`config.mk`:
```
export PLATFORM = sky130hd
export DESIGN_NAME = key_press_long_press_classifier_core
export DESIGN_NICKNAME = d
export VERILOG_FILES = /design/src/design/kplp_pkg.sv /design/src/design/key_press_long_press_classifier_core.sv
export SDC_FILE = /design/constraint.sdc
export NUM_CORES = 2
export LEC_CHECK = 0
export BUFFER_PORTS_ARGS = -buffer_cell sky130_fd_sc_hd__buf_2
export CORE_MARGIN = 4
export CORE_UTILIZATION = 47
export CTS_CLUSTER_SIZE = 20
export DETAILED_ROUTE_END_ITERATION = 10
export SKIP_CTS_REPAIR_TIMING = 1
export SYNTH_ARGS = -nofsm -noshare
export SYNTH_HDL_FRONTEND = slang
export SYNTH_SLANG_ARGS = --single-unit
```
`constraint.sdc`:
```
create_clock -name clock -period 20.3 [get_ports clock]
set_input_delay 1.015 -clock clock [delete_from_list [all_inputs] [get_ports clock]]
set_output_delay 1.015 -clock clock [all_outputs]
set_load 0.005 [all_outputs]
```
`src/design/kplp_pkg.sv`:
```
// Shared types and constants for the key press and long-press classifier.
package kplp_pkg;

   // Hard limit on matrix positions, matching the 48-bit valid key mask.
   localparam int unsigned MaxKeys = 48;

   // Field widths.
   localparam int unsigned KeyW  = 6;
   localparam int unsigned KindW = 2;
   localparam int unsigned TimeW = 32;
   localparam int unsigned MsW   = 16;
   localparam int unsigned MaskW = 48;

   // Event kinds.
   localparam logic [KindW-1:0] KIND_DOWN = 2'd0;
   localparam logic [KindW-1:0] KIND_UP   = 2'd1;
   localparam logic [KindW-1:0] KIND_LONG = 2'd2;

   // Configuration register indexes.
   localparam int unsigned CsrIndexW = 2;
   localparam logic [CsrIndexW-1:0] CSR_LONG_PRESS_MS  = 2'd0;
   localparam logic [CsrIndexW-1:0] CSR_RELEASE_MIN_MS = 2'd1;
   localparam logic [CsrIndexW-1:0] CSR_VALID_KEY_MASK = 2'd2;
   localparam logic [CsrIndexW-1:0] CSR_DOWN_ONLY_KEY  = 2'd3;

   // Register reset values.
   localparam logic [MsW-1:0]   LONG_PRESS_MS_RST  = 16'd500;
   localparam logic [MsW-1:0]   RELEASE_MIN_MS_RST = 16'd100;
   localparam logic [MaskW-1:0] VALID_KEY_MASK_RST = 48'd151456011897289;
   localparam logic [KeyW-1:0]  DOWN_ONLY_KEY_RST  = 6'd40;

   // Per-key state word held in the state memory.
   typedef struct packed {
      logic [TimeW-1:0] press_time;
      logic             held;
      logic             long_hit;
   } key_state_type;

endpackage

```
`src/design/key_press_long_press_classifier_core.sv`:
```
// Key press / long-press classifier: state memory, update stage and result register.
//
// Usage: each req_ transaction carries one scan sample (key position, pressed
// flag, millisecond time). The block keeps per-key press time, held and long
// flags in a synchronous state memory and gives at most one rsp_ transaction
// per sample: Down on a new press, Long once a press lasts beyond
// long_press_ms, Up on a release after more than release_min_ms. Samples for
// positions outside the matrix or the valid mask give nothing.
// A sample is registered in the update stage, then its result in the result
// register that drives rsp_. Throughput: one sample per cycle unless rsp_ stalls.
// The memory is read in the accept cycle and written back from the update stage;
// a one-entry forwarding register covers back-to-back samples for the same key.
// Reset clears the per-entry valid bits at once, so every key reads as idle,
// and loads the configuration defaults; no clearing pass is needed.
// When rsp_tready is low the result register holds, the update stage holds one more
// sample, and req_tready drops until the result is taken. The user must write
// configuration via csr_ while no sample is in flight; the core does not enforce it.
module key_press_long_press_classifier_core #(
   parameter int unsigned SCAN_LINES   = 6,
   parameter int unsigned RETURN_LINES = 8
) (
   input  logic                        clock,
   input  logic                        reset,
   // Sample channel; tdata: key_index[5:0], key_pressed[6], time_ms[38:7], zero pad.
   input  logic                        req_tvalid,
   output logic                        req_tready,
   input  logic [39:0]                 req_tdata,
   // Event channel; tdata: event_key[5:0], event_kind[7:6].
   output logic                        rsp_tvalid,
   input  logic                        rsp_tready,
   output logic [7:0]                  rsp_tdata,
   // Configuration write port.
   input  logic                        csr_we,
   input  logic [kplp_pkg::CsrIndexW-1:0] csr_index,
   input  logic [kplp_pkg::MaskW-1:0]  csr_wdata
);
   import kplp_pkg::*;

   localparam int unsigned MatrixKeys = SCAN_LINES * RETURN_LINES;
   localparam int unsigned KeyCount   = (MatrixKeys < MaxKeys) ? MatrixKeys : MaxKeys;
   localparam int unsigned AddrW      = (KeyCount > 1) ? $clog2(KeyCount) : 1;

   // Configuration registers.
   logic [MsW-1:0]   long_ms_ff;
   logic [MsW-1:0]   release_ms_ff;
   logic [MaskW-1:0] key_mask_ff;
   logic [KeyW-1:0]  down_only_ff;

   // Input unpacking.
   logic [KeyW-1:0]  in_key;
   logic             in_pressed;
   logic [TimeW-1:0] in_time;
   logic [63:0]      mask_wide;
   logic             in_range;

   // Update stage.
   logic             s1_valid_ff;
   logic [KeyW-1:0]  s1_key_ff;
   logic             s1_pressed_ff;
   logic [TimeW-1:0] s1_time_ff;
   logic             s1_range_ff;

   // State memory, valid bits and forwarding register.
   key_state_type    state_mem [KeyCount];
   logic [KeyCount-1:0] entry_vld_ff;
   key_state_type    rd_data_ff;
   logic             rd_vld_ff;
   logic             fwd_valid_ff;
   logic [KeyW-1:0]  fwd_key_ff;
   key_state_type    fwd_data_ff;

   // Result register.
   logic             rsp_valid_ff;
   logic [KeyW-1:0]  rsp_key_ff;
   logic [KindW-1:0] rsp_kind_ff;

   // Update logic.
   logic             out_free;
   logic             advance;
   logic             s1_fire;
   logic             s1_write;
   key_state_type    cur_state;
   key_state_type    state_in;
   logic [TimeW-1:0] delta;
   logic             emit_raw;
   logic [KindW-1:0] kind_in;
   logic             emit_in;

   assign in_key     = req_tdata[5:0];
   assign in_pressed = req_tdata[6];
   assign in_time    = req_tdata[38:7];
   assign mask_wide  = {{(64 - MaskW){1'b0}}, key_mask_ff};
   assign in_range   = ({26'd0, in_key} < KeyCount) && mask_wide[in_key];

   // Handshake: the stage moves when its sample can hand its result on.
   assign out_free   = !rsp_valid_ff || rsp_tready;
   assign advance    = !s1_valid_ff || out_free;
   assign req_tready = advance;
   assign s1_fire    = s1_valid_ff && out_free;
   assign s1_write   = s1_fire && s1_range_ff;

   // Configuration writes.
   always_ff @(posedge clock) begin
      if (reset) begin
         long_ms_ff    <= LONG_PRESS_MS_RST;
         release_ms_ff <= RELEASE_MIN_MS_RST;
         key_mask_ff   <= VALID_KEY_MASK_RST;
         down_only_ff  <= DOWN_ONLY_KEY_RST;
      end else if (csr_we) begin
         unique case (csr_index)
            CSR_LONG_PRESS_MS:  long_ms_ff    <= csr_wdata[MsW-1:0];
            CSR_RELEASE_MIN_MS: release_ms_ff <= csr_wdata[MsW-1:0];
            CSR_VALID_KEY_MASK: key_mask_ff   <= csr_wdata;
            CSR_DOWN_ONLY_KEY:  down_only_ff  <= csr_wdata[KeyW-1:0];
            default: ;
         endcase
      end
   end

   // Update stage control.
   always_ff @(posedge clock) begin
      if (reset) begin
         s1_valid_ff <= 1'b0;
      end else if (advance) begin
         s1_valid_ff <= req_tvalid;
      end
   end

   // Update stage payload.
   always_ff @(posedge clock) begin
      if (advance && req_tvalid) begin
         s1_key_ff     <= in_key;
         s1_pressed_ff <= in_pressed;
         s1_time_ff    <= in_time;
         s1_range_ff   <= in_range;
      end
   end

   // Memory read in the accept cycle, write-back from the update stage.
   always_ff @(posedge clock) begin
      if (req_tvalid && req_tready) begin
         rd_data_ff <= state_mem[in_key[AddrW-1:0]];
         rd_vld_ff  <= entry_vld_ff[in_key[AddrW-1:0]];
      end
      if (s1_write) begin
         state_mem[s1_key_ff[AddrW-1:0]] <= state_in;
      end
   end

   // Valid bits: an entry never written reads as the idle state.
   always_ff @(posedge clock) begin
      if (reset) begin
         entry_vld_ff <= '0;
      end else if (s1_write) begin
         entry_vld_ff[s1_key_ff[AddrW-1:0]] <= 1'b1;
      end
   end

   // Forwarding register holds the most recent write-back.
   always_ff @(posedge clock) begin
      if (reset) begin
         fwd_valid_ff <= 1'b0;
      end else if (s1_write) begin
         fwd_valid_ff <= 1'b1;
      end
   end

   always_ff @(posedge clock) begin
      if (s1_write) begin
         fwd_key_ff  <= s1_key_ff;
         fwd_data_ff <= state_in;
      end
   end

   // Current key state: forwarded write, memory word, or idle.
   always_comb begin
      if (fwd_valid_ff && (fwd_key_ff == s1_key_ff)) begin
         cur_state = fwd_data_ff;
      end else if (rd_vld_ff) begin
         cur_state = rd_data_ff;
      end else begin
         cur_state = '0;
      end
   end

   assign delta = s1_time_ff - cur_state.press_time;

   // Press classification and next state.
   always_comb begin
      state_in = cur_state;
      emit_raw = 1'b0;
      kind_in  = KIND_DOWN;
      priority if (cur_state.held && !cur_state.long_hit) begin
         if (delta > {16'd0, long_ms_ff}) begin
            state_in.long_hit = 1'b1;
            emit_raw = 1'b1;
            kind_in  = KIND_LONG;
         end else if ((delta > {16'd0, release_ms_ff}) && !s1_pressed_ff) begin
            state_in.held       = 1'b0;
            state_in.press_time = '0;
            emit_raw = 1'b1;
            kind_in  = KIND_UP;
         end
      end else if (s1_pressed_ff && !cur_state.long_hit) begin
         state_in.press_time = s1_time_ff;
         state_in.held       = 1'b1;
         emit_raw = 1'b1;
         kind_in  = KIND_DOWN;
      end else if (!s1_pressed_ff && cur_state.long_hit) begin
         state_in = '0;
      end else begin
         // A key still held after its long press, or an idle key not pressed, keeps its state.
         state_in = cur_state;
      end
   end

   // The down-only key reports Down and nothing else.
   assign emit_in = s1_range_ff && emit_raw
                    && !((s1_key_ff == down_only_ff) && (kind_in != KIND_DOWN));

   // Result register control.
   always_ff @(posedge clock) begin
      if (reset) begin
         rsp_valid_ff <= 1'b0;
      end else if (out_free) begin
         rsp_valid_ff <= s1_valid_ff && emit_in;
      end
   end

   // Result register payload.
   always_ff @(posedge clock) begin
      if (s1_fire && emit_in) begin
         rsp_key_ff  <= s1_key_ff;
         rsp_kind_ff <= kind_in;
      end
   end

   assign rsp_tvalid = rsp_valid_ff;
   assign rsp_tdata  = {rsp_kind_ff, rsp_key_ff};

endmodule

```
### Word-level counts from Yosys, hierarchy flattened

Memory sizes are Yosys's and may differ from the RTL's. A register that Yosys moved wholly into a read port is not among the register bits.
Index checks and enable logic that the tools add are counted.

| word-level totals | value |
|---|---|
| bits in registers | 226 |
| bits in writable memories | 1632 |
| input port bits | 95 |
| output and inout bits | 10 |
| word-level logic and storage cells | 85 |
| memories | 1 |

Memories:

| name | words | width | rd ports | clocked after Yosys merged registers in | write ports | RTL line | text |
|---|---|---|---|---|---|---|---|
| state_mem | 48 | 34 | 1 | 1 | 1 | key_press_long_press_classifier_core.sv:64 | `key_state_type state_mem [KeyCount];` |

| operators by class | value |
|---|---|
| add/subtract/negate cells | 1 |
| magnitude comparators | 6 |
| equality and inequality tests | 5 |
| multiplexer cells | 24 |
| bitwise logic cells | 1 |
| reductions and logical operators | 28 |

Operators by type and width:

| cell | count |
|---|---|
| 34-bit 2-to-1 mux | 4 |
| 33-bit 2-to-1 mux | 3 |
| 32-bit by 16-bit greater-than comparator with 1-bit output | 2 |
| 48-bit bitwise OR | 1 |
| 32-bit subtractor | 1 |
| 1-bit logical AND | 15 |
| 6-bit by 7-bit < comparator with 1-bit output, second input constant | 2 |
| 1-bit binary-select mux with 6-bit select | 2 |
| 6-bit equality test | 2 |
| 1-bit 2-to-1 mux | 12 |
| 2-bit AND reduction | 4 |
| 1-bit demux with 6-bit select | 1 |
| 6-bit by 1-bit >= comparator with 1-bit output, second input constant | 1 |
| 6-bit < comparator, second input constant | 1 |
| 1-bit logical NOT | 5 |
| 2-bit equality test, second input constant | 2 |
| 2-bit 2-to-1 mux | 2 |
| 2-bit by 1-bit equality test with 1-bit output, second input constant | 1 |
| 2-bit logical NOT | 1 |
| 1-bit logical OR | 2 |
| 2-bit nonzero test | 1 |

### Longest topological paths before layout

| logic depth | value |
|---|---|
| word-level depth | 14 |
| mapped depth | 34 |
| gate-level depth less buffers | 30 |

### Least setup slack after synthesis

Ideal clock, no wire load.

| timing | value |
|---|---|
| path kind | register to register |
| from | reg s1_key_ff[2] |
| to | reg fwd_data_ff[2] in the netlist's numbering, data pin |
| setup time | 0.586 ns |
| data arrival time | 6.942 ns |
| data required time | 19.714 ns |
| slack | 12.773 ns |
| cell stages (with the launch flop) | 32 |
| buffers on the path | 4 |
| clock period less this slack | 7.527 ns |
| cell sequence | edfxtp_1 -> buf_4 -> xnor2_2 -> nand4_1 -> nor2_1 -> buf_2 -> buf_2 -> buf_1 -> a21oi_1 -> xor2_1 -> ha_1 -> a311o_1 -> o21a_1 -> o21ai_1 -> nand2_1 -> nand2b_1 -> nand2_1 -> a21oi_1 -> xnor2_1 -> ha_1 -> nand3_1 -> nor2_1 -> o21ai_0 -> a31o_2 -> a31oi_1 -> a2111oi_0 -> o211ai_1 -> nor4_1 -> o2111a_2 -> nand4_2 -> a21oi_4 -> o21ai_0 |

RTL lines:

| what | RTL line | text |
|---|---|---|
| start: declaration | key_press_long_press_classifier_core.sv:58 | `logic [KeyW-1:0] s1_key_ff;` |
| start signal: assignment | key_press_long_press_classifier_core.sv:132 | `s1_key_ff <= in_key;` |
| end signal: assignment | key_press_long_press_classifier_core.sv:171 | `fwd_data_ff <= state_in;` |
| end: declaration | key_press_long_press_classifier_core.sv:70 | `key_state_type fwd_data_ff;` |

==> results.toml <==
[status]
status = "finished clean"

[detailed_routing]
vias = 38520
via_per_inst = 6.016
drc = 0
drt-pass1-iter-count = 8
wire_per_inst_microns = 29.46
drtIter0Drc = 4613
wl_microns = 188600
drt.antenna.violating_nets = 0

[power]
p_leak_uw = 0.02751
seqPwrFrac_pct = 52.9
intPower_uw = 6389
p_per_area_nw_per_um2 = 96.01
switchingPower_uw = 1827
sw_frac_of_total_pct = 22.24
peakVddDrop_v = 0.00008672
clockPowerShare_pct = 40.7
power_frac_comb_pct = 6.4

[logic_synthesis]
synth.most_common_cell = "edfxtp_1"
yosys-top-cells-area = "edfxtp_1, mux4_2, dfxtp_1, nand2_1, nor2_1"
ys_seq_area_share_pct = 73.07
yosysUniqueCellTypes = 90
synth.avg_cell_area_sq_um = 19.49
synth_ff_type = "edfxtp_1"
yosys.area.top_type = "edfxtp_1"
synth_edf_count = 1755
async_reset_ff_share_pct = 0
synthCells = 3893
synth_top_area_share_pct = 69.45
synth_seq_cells = 1892
yosys_warnings = 0
synth_area_sq_um = 75880
syn_nets = 4041
synth_commonest_cells = "edfxtp_1, mux4_2, nand2_1, nor2_1, clkbuf_1"

[sta]
max_freq_mhz = 110.8
skew_ns = 0.04102
slew_headroom_pct = 15.12
worstMarginPinSlew_ns = 1.273
drv_slew = 0
rsz0062_at_grt = "false"
finalCriticalPeriod_ns = 9.026
fin_ws_ns = 11.27
hold_violations = 0
setup_tns_ns = 0
fin_crit_sh_pct = 44.46
setup_viol = 0

[global_route]
antenna_found_initial = 5
grt_pass1_vias = 38110
grt_max_degree = 99
grt_pass1_wl_microns = 272200
grt_overflow_total = 0
grt_use_total_pct = 22.49

[worst_setup_path]
r2r_slack_ns = 11.27
crit_required_ns = 20.82
r2r-end = "state_mem[0][23]"
timing_worst_setup_path_type = "flip-flop to flip-flop"
reg2reg_depth = 31
worstSetupEndpointType = "flip-flop"
cp-start-kind = "flip-flop"
r2r_start = "s1_key_ff[2]"
slowest_delay_ns = 0.65
cp_slowest_cell = "nand4_1"
critPathMostFrequentCell = "buf_4"
crit_arrival_ns = 9.55
cp_max_fo = 38

[placement]
dp_hpwl_microns = 102400
post-place-ws_ns = 11.35
gp_congestion = 0.8570
portBuffers = 103

[clock_network]
path_clk_slew_ns = 0.06
cts_buffer_depth = 3
clock_latency_ns = 0.84
numClockSinks = 1892
cts_buffers = 191
tritoncts = "done"
cts_htree_levels = 4
cts_root_buf = "clkbuf_16"

[floorplan]
io_pins = 105
start_util_pct = 47.26
die_w_microns = 409.8
core_area_sq_um = 160600
die-height_microns = 409.8
num_rows = 147
die_area_sq_um = 167900

[cells_and_area]
nets = 4230
drive_gt1_share_pct = 26.72
syn_to_final_growth_pct = 12.77

[worst_hold_path]
min_path_cells = 1
hold_end = "s1_time_ff[21]"
hold_class = "input pin to flip-flop"
hp-start = "req_tdata[28]"

[job]
max_cap_violations = 0
[layout make-up]
cell class	instances	area, sq um
diodes	4	10.01
clock buffers	253	5052
clock inverters	98	918.4
fillers	12470	75000
inverters	51	191.4
multi-input cells	1733	19830
flip-flops and latches	1892	55440
well taps	2160	2703
repair buffers	213	1423
[per-stage QoR]
step | hold WS (ns) | instances | instance area [sq um] | power (uW) | utilization [%]
floorplan | 0.4320 | 3893 | 75880 | 4772 | -
global placement | 0.4400 | 6049 | 79590 | 4949 | 49.57
detailed placement | 0.4452 | 6049 | 79590 | 4957 | 49.57
CTS | 0.2835 | 6400 | 85560 | 8294 | 53.28
global route | 0.2991 | 6400 | 85560 | 8514 | 53.28
finish | 0.3533 | 6404 | 85570 | 8215 | 53.29
[cells in the final DEF (no fill, tap or decap), types with 58 or more instances in the layout]
master | synthesis | layout
a21oi_1 | 118 | 118
buf_2 | 5 | 96
o21ai_0 | 78 | 75
clkbuf_1 | 138 | 58
clkbuf_16 | 0 | 191
edfxtp_1 | 1755 | 1755
nand2_1 | 265 | 265
dfxtp_1 | 137 | 137
buf_4 | 8 | 110
mux4_2 | 540 | 540
nor2_1 | 199 | 149
[flip-flops by register name, indices dropped and copies added (netlist names)]
name / flops
fwd_data_ff: 34
state_mem: 1632
rd_data_ff: 34
fwd_valid_ff: 1
rsp_tvalid: 1
entry_vld_ff: 48
release_ms_ff: 16
s1_key_ff: 6
s1_valid_ff: 1
key_mask_ff: 48
fwd_key_ff: 6
rsp_key_ff: 6
s1_range_ff: 1
rd_vld_ff: 1
s1_pressed_ff: 1
down_only_ff: 6
s1_time_ff: 32
rsp_kind_ff: 2
long_ms_ff: 16
[worst max-delay path by stage]
stage	startpoint	end	slack, ns	cells after the start
2_1_floorplan	s1_key_ff[2]	fwd_data_ff[2]	12.77	31
3_3_place_gp	s1_key_ff[2]	state_mem[1][23]	11.37	31
3_5_place_dp	s1_key_ff[2]	state_mem[20][23]	11.35	31
4_1_cts	s1_key_ff[2]	state_mem[0][23]	11.34	31
5_1_grt	s1_key_ff[2]	state_mem[0][23]	10.66	31
6_report	s1_key_ff[2]	state_mem[0][23]	11.27	31
[power groups by stage]
stage	sequential [uW]	combinational (uW)	clock [uW]
6_report	4340	528	3340
5_1_grt	4340	575	3590
4_1_cts	4340	532	3420
3_5_place_dp	4430	531	0
3_3_place_gp	4430	523	0
2_1_floorplan	4420	353	0
[kinds of logic after synthesis]
logic type                 share of synthesized area, %
AOI/OAI and AO/OA                                 3.285
xor gates and xnor gates                         0.5326
adders and majority gates                        0.9135
buffers and inverters                             1.423
DFF                                               73.07
muxes                                             16.66
and+or+nand+nor                                   4.119
[worst max-delay path: cells and delay by family, from the launching register on]
| family | cells | cell delay (ns) |
|---|---|---|
| compound gates | 14 | 3.16 |
| simple gates | 8 | 2.33 |
| buf+inv | 5 | 1.49 |
| flops | 1 | 0.64 |
| xor+xnor | 2 | 0.55 |
| fa+ha+maj | 2 | 0.48 |
[metal layers]
layer,up-vias,wire (microns),global-route usage [%]
met4,0,4265,5.559
met2,1480,89810,35.49
met1,20510,80960,33.01
met3,249,13600,3.884
li1,16280,-,-
met5,-,0,0
Power figures use the tool's default switching activity.
